$ cat config.mk
export PLATFORM = sky130hd
export DESIGN_NAME = aavr_axis_norm
export DESIGN_NICKNAME = d
export VERILOG_FILES = /design/src/aavr_pkg.sv /design/src/aavr_axis_norm.sv
export SDC_FILE = /design/constraint.sdc
export NUM_CORES = 2
export LEC_CHECK = 0
export BUFFER_PORTS_ARGS = -buffer_cell sky130_fd_sc_hd__buf_2
export CAP_MARGIN = 5
export CORE_UTILIZATION = 60
export CTS_CLUSTER_DIAMETER = 50
export CTS_CLUSTER_SIZE = 14
export DETAILED_ROUTE_END_ITERATION = 8
export PLACE_DENSITY = 0.81
export SLEW_MARGIN = 5
export SYNTH_ARGS = -nofsm -noshare
export SYNTH_HDL_FRONTEND = slang
export SYNTH_SLANG_ARGS = --single-unit
$ cat constraint.sdc
create_clock -name clock -period 23.2 [get_ports clock]
set_clock_uncertainty 0.2 [all_clocks]
set_input_delay 1.16 -clock clock [delete_from_list [all_inputs] [get_ports clock]]
set_output_delay 1.16 -clock clock [all_outputs]
set_load 0.05 [all_outputs]
$ cat src/aavr_pkg.sv
package aavr_pkg;

   // Pipeline depths of the two datapath units.
   localparam int TRIG_LAT = 19;
   localparam int ROT_LAT  = 4;

   // Register indexes on the configuration port.
   localparam logic [1:0] CSR_AXIS_X = 2'd0;
   localparam logic [1:0] CSR_AXIS_Y = 2'd1;
   localparam logic [1:0] CSR_AXIS_Z = 2'd2;

   // Angles in 1/256 degree.
   localparam logic signed [19:0] DEG360_S = 20'sd92160;
   localparam logic signed [19:0] DEG720_S = 20'sd184320;
   localparam logic [16:0] DEG90  = 17'd23040;
   localparam logic [16:0] DEG180 = 17'd46080;
   localparam logic [16:0] DEG270 = 17'd69120;
   localparam logic [16:0] DEG45  = 17'd11520;

   // round(pi * 2^32) split as 184320 * PI_INT + PI_FRAC.
   localparam logic [16:0] PI_INT   = 17'd73204;
   localparam logic [16:0] PI_FRAC  = 17'd76425;
   localparam logic [29:0] PI_RND   = 30'd92160;
   // ceil(2^24 / 45), exact for dividends below 2^18.
   localparam logic [18:0] RECIP45  = 19'd372828;

   localparam logic [30:0] ONE_Q30  = 31'h4000_0000;
   localparam logic [60:0] HALF_Q30 = 61'h2000_0000;

   // Horner divisors written as odd factor times a power of two.
   localparam int HORNER_SHIFT [6] = '{2, 1, 3, 1, 2, 1};
   localparam int SIN_ODD      [6] = '{39, 55, 9, 21, 5, 3};
   localparam int COS_ODD      [6] = '{33, 45, 7, 15, 3, 1};

   localparam logic signed [63:0] OUT_MAX = 64'sd262143;
   localparam logic signed [63:0] OUT_MIN = -64'sd262144;

   typedef enum logic [4:0] {
      NRM_SQUARE  = 5'b00001,
      NRM_ROOT    = 5'b00010,
      NRM_DIVIDE  = 5'b00100,
      NRM_PRODUCT = 5'b01000,
      NRM_READY   = 5'b10000
   } aavr_norm_state_type;

   // Normalised axis and its outer products, Q.30.
   typedef struct packed {
      logic               ready;
      logic               err;
      logic signed [31:0] u0;
      logic signed [31:0] u1;
      logic signed [31:0] u2;
      logic signed [31:0] uu00;
      logic signed [31:0] uu11;
      logic signed [31:0] uu22;
      logic signed [31:0] uu01;
      logic signed [31:0] uu02;
      logic signed [31:0] uu12;
   } aavr_axis_type;

   typedef struct packed {
      logic [1:0] quad;
      logic       swap;
   } aavr_quad_type;

   typedef struct packed {
      logic        err;
      logic [18:0] z;
      logic [18:0] y;
      logic [18:0] x;
   } aavr_result_type;

   // Divide by 2^30 rounding half away from zero.
   function automatic logic signed [63:0] rsh30(input logic signed [63:0] v);
      logic [63:0] mag;
      logic [63:0] rnd;
      mag = v[63] ? 64'(-v) : 64'(v);
      rnd = (mag + 64'h2000_0000) >> 30;
      return v[63] ? -$signed(rnd) : $signed(rnd);
   endfunction

endpackage

$ cat src/aavr_axis_norm.sv
module aavr_axis_norm import aavr_pkg::*; (
   input  logic               clock,
   input  logic               reset,
   input  logic               start,
   input  logic signed [17:0] axis_x,
   input  logic signed [17:0] axis_y,
   input  logic signed [17:0] axis_z,
   output aavr_axis_type      axis
);

   aavr_norm_state_type state_ff, state_in;
   logic [5:0]  cnt_ff, cnt_in;
   logic [1:0]  comp_ff, comp_in;
   logic [35:0] n2_ff, n2_in;
   logic [31:0] root_ff, root_in;
   logic [33:0] rem_ff, rem_in;
   logic [63:0] num_ff, num_in;
   logic [61:0] quo_ff, quo_in;
   logic        err_ff, err_in;
   logic signed [31:0] u0_ff, u0_in, u1_ff, u1_in, u2_ff, u2_in;
   logic signed [31:0] uu00_ff, uu00_in, uu11_ff, uu11_in, uu22_ff, uu22_in;
   logic signed [31:0] uu01_ff, uu01_in, uu02_ff, uu02_in, uu12_ff, uu12_in;

   logic signed [17:0] a_sel;
   logic signed [35:0] sq;
   logic [17:0] mag;
   logic [35:0] rem2, trial;
   logic        ge;
   logic [32:0] drem2;
   logic [61:0] dnum;
   logic [30:0] uq;
   logic signed [31:0] uval;
   logic signed [31:0] pa, pb;
   logic signed [63:0] pr;

   // Sequencer: sum of squares, square root, three divisions, outer products.
   always_comb begin
      state_in = state_ff;
      cnt_in   = cnt_ff;
      comp_in  = comp_ff;
      n2_in    = n2_ff;
      root_in  = root_ff;
      rem_in   = rem_ff;
      num_in   = num_ff;
      quo_in   = quo_ff;
      err_in   = err_ff;
      u0_in = u0_ff; u1_in = u1_ff; u2_in = u2_ff;
      uu00_in = uu00_ff; uu11_in = uu11_ff; uu22_in = uu22_ff;
      uu01_in = uu01_ff; uu02_in = uu02_ff; uu12_in = uu12_ff;

      case (comp_ff)
         2'd0:    a_sel = axis_x;
         2'd1:    a_sel = axis_y;
         default: a_sel = axis_z;
      endcase
      sq    = a_sel * a_sel;
      mag   = a_sel[17] ? 18'(-a_sel) : 18'(a_sel);
      rem2  = {rem_ff, num_ff[63:62]};
      trial = {2'b00, root_ff, 2'b01};
      drem2 = {rem_ff[31:0], num_ff[63]};
      dnum  = {mag, 44'd0} + 62'(root_ff >> 1);
      ge    = 1'b0;
      uq    = '0;
      uval  = '0;

      case (cnt_ff)
         6'd0:    begin pa = u0_ff; pb = u0_ff; end
         6'd1:    begin pa = u1_ff; pb = u1_ff; end
         6'd2:    begin pa = u2_ff; pb = u2_ff; end
         6'd3:    begin pa = u0_ff; pb = u1_ff; end
         6'd4:    begin pa = u0_ff; pb = u2_ff; end
         default: begin pa = u1_ff; pb = u2_ff; end
      endcase
      pr = rsh30(64'(pa) * 64'(pb));

      unique case (state_ff)
         NRM_SQUARE: begin
            n2_in = n2_ff + 36'(sq);
            if (comp_ff == 2'd2) begin
               comp_in = '0;
               if (n2_in == '0) begin
                  err_in   = 1'b1;
                  state_in = NRM_READY;
               end else begin
                  num_in   = {n2_in, 28'd0};
                  root_in  = '0;
                  rem_in   = '0;
                  cnt_in   = '0;
                  state_in = NRM_ROOT;
               end
            end else begin
               comp_in = comp_ff + 2'd1;
            end
         end
         NRM_ROOT: begin
            ge      = rem2 >= trial;
            rem_in  = ge ? 34'(rem2 - trial) : 34'(rem2);
            root_in = {root_ff[30:0], ge};
            num_in  = num_ff << 2;
            cnt_in  = cnt_ff + 6'd1;
            if (cnt_ff == 6'd31) begin
               cnt_in   = '0;
               comp_in  = '0;
               state_in = NRM_DIVIDE;
            end
         end
         NRM_DIVIDE: begin
            if (cnt_ff == 6'd0) begin
               num_in = {dnum, 2'd0};
               rem_in = '0;
               cnt_in = 6'd1;
            end else begin
               ge     = drem2 >= {1'b0, root_ff};
               rem_in = ge ? 34'(drem2 - {1'b0, root_ff}) : 34'(drem2);
               num_in = num_ff << 1;
               quo_in = {quo_ff[60:0], ge};
               cnt_in = cnt_ff + 6'd1;
               if (cnt_ff == 6'd62) begin
                  uq   = (quo_in > 62'(ONE_Q30)) ? ONE_Q30 : quo_in[30:0];
                  uval = a_sel[17] ? -$signed({1'b0, uq}) : $signed({1'b0, uq});
                  case (comp_ff)
                     2'd0:    u0_in = uval;
                     2'd1:    u1_in = uval;
                     default: u2_in = uval;
                  endcase
                  cnt_in = '0;
                  if (comp_ff == 2'd2) begin
                     state_in = NRM_PRODUCT;
                  end else begin
                     comp_in = comp_ff + 2'd1;
                  end
               end
            end
         end
         NRM_PRODUCT: begin
            case (cnt_ff)
               6'd0:    uu00_in = 32'(pr);
               6'd1:    uu11_in = 32'(pr);
               6'd2:    uu22_in = 32'(pr);
               6'd3:    uu01_in = 32'(pr);
               6'd4:    uu02_in = 32'(pr);
               default: uu12_in = 32'(pr);
            endcase
            cnt_in = cnt_ff + 6'd1;
            if (cnt_ff == 6'd5) begin
               state_in = NRM_READY;
            end
         end
         NRM_READY: begin
            state_in = NRM_READY;
         end
         default: begin
            state_in = NRM_SQUARE;
         end
      endcase

      // A register write restarts the whole sequence.
      if (start) begin
         state_in = NRM_SQUARE;
         comp_in  = '0;
         cnt_in   = '0;
         n2_in    = '0;
         err_in   = 1'b0;
      end
   end

   always_ff @(posedge clock) begin
      if (reset) begin
         state_ff <= NRM_SQUARE;
         comp_ff  <= '0;
         cnt_ff   <= '0;
         n2_ff    <= '0;
         err_ff   <= 1'b0;
      end else begin
         state_ff <= state_in;
         comp_ff  <= comp_in;
         cnt_ff   <= cnt_in;
         n2_ff    <= n2_in;
         err_ff   <= err_in;
      end
   end

   always_ff @(posedge clock) begin
      root_ff <= root_in;
      rem_ff  <= rem_in;
      num_ff  <= num_in;
      quo_ff  <= quo_in;
      u0_ff   <= u0_in;
      u1_ff   <= u1_in;
      u2_ff   <= u2_in;
      uu00_ff <= uu00_in;
      uu11_ff <= uu11_in;
      uu22_ff <= uu22_in;
      uu01_ff <= uu01_in;
      uu02_ff <= uu02_in;
      uu12_ff <= uu12_in;
   end

   always_comb begin
      axis.ready = state_ff == NRM_READY;
      axis.err   = err_ff;
      axis.u0    = u0_ff;
      axis.u1    = u1_ff;
      axis.u2    = u2_ff;
      axis.uu00  = uu00_ff;
      axis.uu11  = uu11_ff;
      axis.uu22  = uu22_ff;
      axis.uu01  = uu01_ff;
      axis.uu02  = uu02_ff;
      axis.uu12  = uu12_ff;
   end

endmodule

* Yosys cells after proc, flatten, opt, wreduce, memory -nomap -nowiden *
Index checks and enable logic that the tools add are counted.

word-level totals
  bits in read-only memories = 0
  word-level logic and storage cells = 127
  output and inout port bits = 290
  input bits = 57
  memories kept = 0
  register bits after elaboration = 529
  bits in writable memories = 0
  latch bits = 0

operators by class
  divide/modulo/power cells = 0
  shift operators = 0
  $mul = 2
  bitwise logic cells = 3
  mux-type cells = 41
  order comparisons = 3
  $add $sub $neg = 11
  reduce and logical (&&, ||, !) cells = 27
  equality and inequality tests = 22

operators by type and width
  kind                                                  number
  two-way mux 64 bit                                    3
  one-hot mux 32 bit (2 select lines)                   3
  one-hot mux 64 bit (3 select lines)                   1
  two-way mux 34 bit                                    5
  two-way mux 32 bit                                    4
  one-hot mux 34 bit (3 select lines)                   1
  multiplier 32 x 32 -> 64 bit                          1
  adder 62 x 30 -> 62 bit, second input constant        1
  adder 62 x 31 -> 62 bit                               1
  > comparator 62 x 31 -> 1 bit, second input constant  1
  two-way mux 62 bit                                    1
  negation 62 bit                                       1
  adder 36 bit                                          1
  >= comparator 36 x 34 -> 1 bit                        1
  zero test 36 bit                                      1
  multiplier 18 x 18 -> 36 bit                          1
  one-hot mux 18 bit (2 select lines)                   1
  two-way mux 5 bit                                     7
  subtractor 33 x 32 -> 34 bit                          1
  subtractor 34 bit                                     1
  >= comparator 33 x 32 -> 1 bit                        1
  negation 31 -> 32 bit                                 1
  negation 32 bit                                       1
  two-way mux 31 bit                                    1
  36 further kinds                                      68

* Logic depth before layout (Yosys ltp) *
  depth in word-level cells = 9
  gate-level depth with buffers = 58
  gate-level depth less buffers = 48

* Least setup slack after synthesis *
OpenSTA, ideal clock, no wires.

  path type = register to register
  start point = register cnt_ff[0]
  end point = register uu00_ff[31] (data pin)
  stages on the path, launching flop included = 53
  setup slack = 8.725 ns
  arrival = 14.067 ns
  path buffers = 9
  cell sequence = dfxtp_1 > inv_1 > ha_1 > o21ba_2 > o21ai_1 > clkbuf_1 > clkbuf_1 > nand2_1 > nand3_1 > clkbuf_1 > nand2_1 > inv_1 > fa_1 > fa_1 > fa_1 > inv_1 > fa_1 > inv_1 > (+17 left out) > clkbuf_1 > clkbuf_1 > a21oi_1 > xnor2_1 > ha_1 > nand2_1 > nor3b_1 > nor3b_1 > a32oi_1 > a2111o_1 > o211ai_1 > xnor2_1 > a211o_1 > or4_4 > nor4_4 > a311o_1 > a31oi_1 > xnor2_1

between the ends
  longest elaborated chain between the ends = 9
  elaborated cells between the ends (all ways) = 15
  classes of those cells = 3 x add/sub; 1 x mul; 4 x eq/ne; 4 x mux; 3 x reduce/logical

RTL lines
  what                                                                       line                   RTL
  from (decl)                                                                aavr_axis_norm.sv:12   logic [5:0] cnt_ff, cnt_in;
  from (signal assigned)                                                     aavr_axis_norm.sv:177  cnt_ff <= cnt_in;
  equality test 6 x 3 -> 1 bit, or another cell as far along                 aavr_axis_norm.sv:66   case (cnt_ff)
  OR reduction 3 bit (no source line) or OR reduction 2 bit (tied branches)  n/a
  one-hot mux 32 bit (2 select lines)                                        aavr_axis_norm.sv:66
  multiplier 32 x 32 -> 64 bit *                                             aavr_axis_norm.sv:74   pr = rsh30(64'(pa) * 64'(pb));
  negation 62 bit                                                            aavr_pkg.sv:77         mag = v[63] ? 64'(-v) : 64'(v);
  two-way mux 62 bit                                                         aavr_pkg.sv:77
  adder 62 x 30 -> 62 bit                                                    aavr_pkg.sv:78         rnd = (mag + 64'h2000_0000) >> 30;
  negation 32 bit                                                            aavr_pkg.sv:79         return v[63] ? -$signed(rnd) : $signed(rnd);
  two-way mux 32 bit *                                                       aavr_pkg.sv:79
  named net pr[31]                                                           aavr_axis_norm.sv:34   logic signed [63:0] pr;
  to (signal assigned)                                                       aavr_axis_norm.sv:191  uu00_ff <= uu00_in;
  to (decl)                                                                  aavr_axis_norm.sv:21   logic signed [31:0] uu00_ff, uu00_in, uu11_ff, uu11_in, uu22_ff, uu22_in;

Mark *: on every way through the listed nets, which the timed path passes. The rest lies on a longest branch.
A chain may end at the register's enable or synchronous reset.

* Final worst setup path *
  start point = register cnt_ff[0]
  end point = register uu11_ff[30] (data pin)

between the ends
  longest elaborated chain between the ends = 9
  elaborated cells between the ends (all ways) = 15
  classes of those cells = 3 x add/sub; 1 x mul; 4 x eq/ne; 4 x mux; 3 x reduce/logical

RTL lines
  what                                                                       line                   RTL
  equality test 6 x 3 -> 1 bit, or another cell as far along                 aavr_axis_norm.sv:66
  OR reduction 3 bit (no source line) or OR reduction 2 bit (tied branches)  n/a
  one-hot mux 32 bit (2 select lines)                                        aavr_axis_norm.sv:66
  multiplier 32 x 32 -> 64 bit *                                             aavr_axis_norm.sv:74
  negation 62 bit                                                            aavr_pkg.sv:77
  two-way mux 62 bit                                                         aavr_pkg.sv:77
  adder 62 x 30 -> 62 bit                                                    aavr_pkg.sv:78
  negation 32 bit                                                            aavr_pkg.sv:79
  two-way mux 32 bit *                                                       aavr_pkg.sv:79
  named net pr[30]                                                           aavr_axis_norm.sv:34
  to (signal assigned)                                                       aavr_axis_norm.sv:192  uu11_ff <= uu11_in;
  to (decl)                                                                  aavr_axis_norm.sv:21

Marks and branches as above.

==> metrics.md <==
| Metric | Value |
|---|---|
| Main synth FF type | edfxtp_1 |
| Initial DRC count | 6364 |
| Routed vias | 57.6k |
| Slew of the pin with the lowest slew margin | 1.20 ns |
| Post-synth top area share | 38.1% |
| Fill cells | 9451 |
| Syn Nets | 9536 |
| Cell Area, Synth | 74200 µm² |
| Crit-path max cell delay | 1.17 ns |
| Die area | 125000 µm² |
| Synth warnings | 0 |
| Post-synth EDFFs | 477 |
| Setup slack after layout | 6.36 ns |
| Crit path top cell by count | fa_1 |
| Achievable Freq | 59.4 MHz |
| MaxCap Viol Count | 0 |
| Hold slack | 0.255 ns |
| Number of detailed-route iterations in the first pass | 8 |
| Part of the cycle the worst path needs | 72.6% |
| RSZ-0062 raised after global routing | false |
| Worst skew pair latency | 0.73 ns |
| Top cells by area, synth | fa_1, edfxtp_1, inv_1 |
| Sequential share of the synthesized area | 20.7% |
| Initial core utilization | 60.7% |
| RePlAce Congestion | 1.03 |
| FF+latch count, synth | 527 |
| DIE HEIGHT | 354 µm |
| Inst Count DP | 9438 |
| Critical path's slowest cell | fa_1 |
| Cells after Synth | 7687 |
| Synthesized area per cell | 9.65 µm² |
| DR DRC count | 0 |
| Setup CP Type | flip-flop to flip-flop |
| Root buf cell | clkbuf_16 |
| Setup bufs post-CTS | 0 |
| DP HPWL | 171000 µm |
| Sum Neg Setup Slack | 0 ns |
| Number of buffers created by CTS | 56 |
| IO Count | 347 |
| GRT Resource Usage Total | 36.1% |
| Tmin final | 16.84 ns |
| Setup crit start kind | flip-flop |
| Max-slew violations | 0 |
| Port Buffers | 346 |
| Largest net degree at the start of global routing | 68 |
| Syn-to-layout area delta | 7.34% |
| Hold WC Path Type | flip-flop to flip-flop |
| DIE WIDTH | 354 µm |
| Remaining antenna violation count | 0 |
| Unique masters post-synth | 99 |
| Global-route wire length before repair | 345000 µm |
| Final net count | 9720 |
| Max Fanout on Critical Path | 60 |
| CTS tree | done |
| Routed vias/inst | 6.04 |
| Final non-filler cell total | 9533 |
| Row count | 128 |
| Share of layout cells above drive strength 1 | 8.27% |
| Routed WL | 221000 µm |
| CTS Sinks | 527 |
| Synth async-reset ratio | 0% |
| Overflow after GRT | 0 |
| Final setup fails | 0 |
| Reg clk slew, reported paths | 0.07 ns |
| Setup crit end kind | flip-flop |
| Hold-fix buffers, CTS | 0 |
| Final hold vios | 0 |
| Count leader, synth | inv_1 |
| Synth top cells by count | inv_1, fa_1, nand2_1 |
| Largest buffer count on any clock path | 3 |
| Leading area contributor after synthesis | fa_1 |
| Status | completed |
| CP required | 23.40 ns |
| Number of global-route vias before repair | 61.1k |
| Slew HR | 19.7% |
| Core area | 122000 µm² |
| Setup slack at placement | 6.83 ns |
| PostCTS Resize Cnt | 0 |
| H-tree depth | 2 |
| Critical Path AT | 17.04 ns |
| Routed len/inst | 23.2 µm |
| Antenna violations before repair | 3 |
## flip-flops by register name (all words and copies together) (netlist names)
signal,flops
num_ff,62
n2_ff,36
uu22_ff,32
u1_ff,32
quo_ff,61
err_ff,1
state_ff,5
uu11_ff,32
comp_ff,2
uu02_ff,32
uu00_ff,32
cnt_ff,6
rem_ff,34
root_ff,32
u0_ff,32
u2_ff,32
uu01_ff,32
uu12_ff,32
## worst max-delay path, delay by kind of cell, from the launching register on
kind / cells / cell delay [ns]
and+or+nand+nor: 11 / 3.48
DFF: 1 / 0.38
buffers and inverters: 6 / 1.95
adders and majority gates: 11 / 5.73
xor gates and xnor gates: 3 / 0.70
AOI/OAI and AO/OA: 13 / 3.98
## stage by stage
| step | area, µm² | utilization, % |
|---|---|---|
| 2_1_floorplan | 74200 | - |
| 3_3_place_gp | 77800 | 63.7 |
| 3_5_place_dp | 77800 | 63.7 |
| 4_1_cts | 79600 | 65.2 |
| 5_1_grt | 79600 | 65.2 |
| 6_report | 79600 | 65.2 |
## cell type report
| type | count | area, µm² | share of cell area (%) |
|---|---|---|---|
| Multi-Input combinational cell | 5353 | 52200 | 65.6 |
| Clock inverter | 31 | 415 | 0.522 |
| Antenna cell | 2 | 5.00 | 0.00628 |
| Inverter | 1457 | 5470 | 6.87 |
| Clock buffer | 62 | 1430 | 1.80 |
| Sequential cell | 527 | 15300 | 19.2 |
| Tap cell | 1625 | 2030 | 2.55 |
| Timing Repair Buffer | 476 | 2710 | 3.40 |
## layer usage
| metal | GRT usage, % | up-vias | wire length, µm |
|---|---|---|---|
| met5 | 0.566 | - | 116 |
| met1 | 44.5 | 28600 | 76900 |
| met3 | 11.8 | 845 | 29000 |
| met2 | 56.6 | 3526 | 100000 |
| met4 | 19.5 | 4 | 14600 |
| li1 | - | 24600 | - |
## final timing paths
check              from  slack (ns)  cells past startpoint     endpoint
max reg2reg   cnt_ff[0]        6.36                     44  uu11_ff[30]
min          quo_ff[57]        0.25                      0   quo_ff[58]
min reg2reg  quo_ff[57]        0.25                      0   quo_ff[58]
max           cnt_ff[0]        6.36                     44  uu11_ff[30]
## kinds of logic (layout without fill, tap and decap cells)
logic type,Yosys count,in the layout,share of synthesized area (%)
and+or+nand+nor,2259,2259,12.9
other,0,2,0
DFF,527,527,20.7
buffers and inverters,1807,2026,9.19
AOI/OAI and AO/OA,967,967,8.59
xor gates and xnor gates,256,256,3.03
adders and majority gates,1792,1792,44.5
muxes,79,79,1.08
## cell usage in the layout, fill, tap and decap left out, drive strengths merged, types with 43 or more instances in the layout
cell       n
edfxtp   477
mux2i     75
a21o     100
nor2     823
inv     1466
nand3    100
and3      62
clkbuf    62
fa      1412
nand2    972
o21a      43
dfxtp     50
a22oi     56
and2      43
xnor2    186
nor3      52
buf      476
xor2      70
a21oi    245
o21ai    190
ha       380
Power is not shown: default switching activity piles up to over one toggle a cycle in this logic, so the estimate is an artifact.
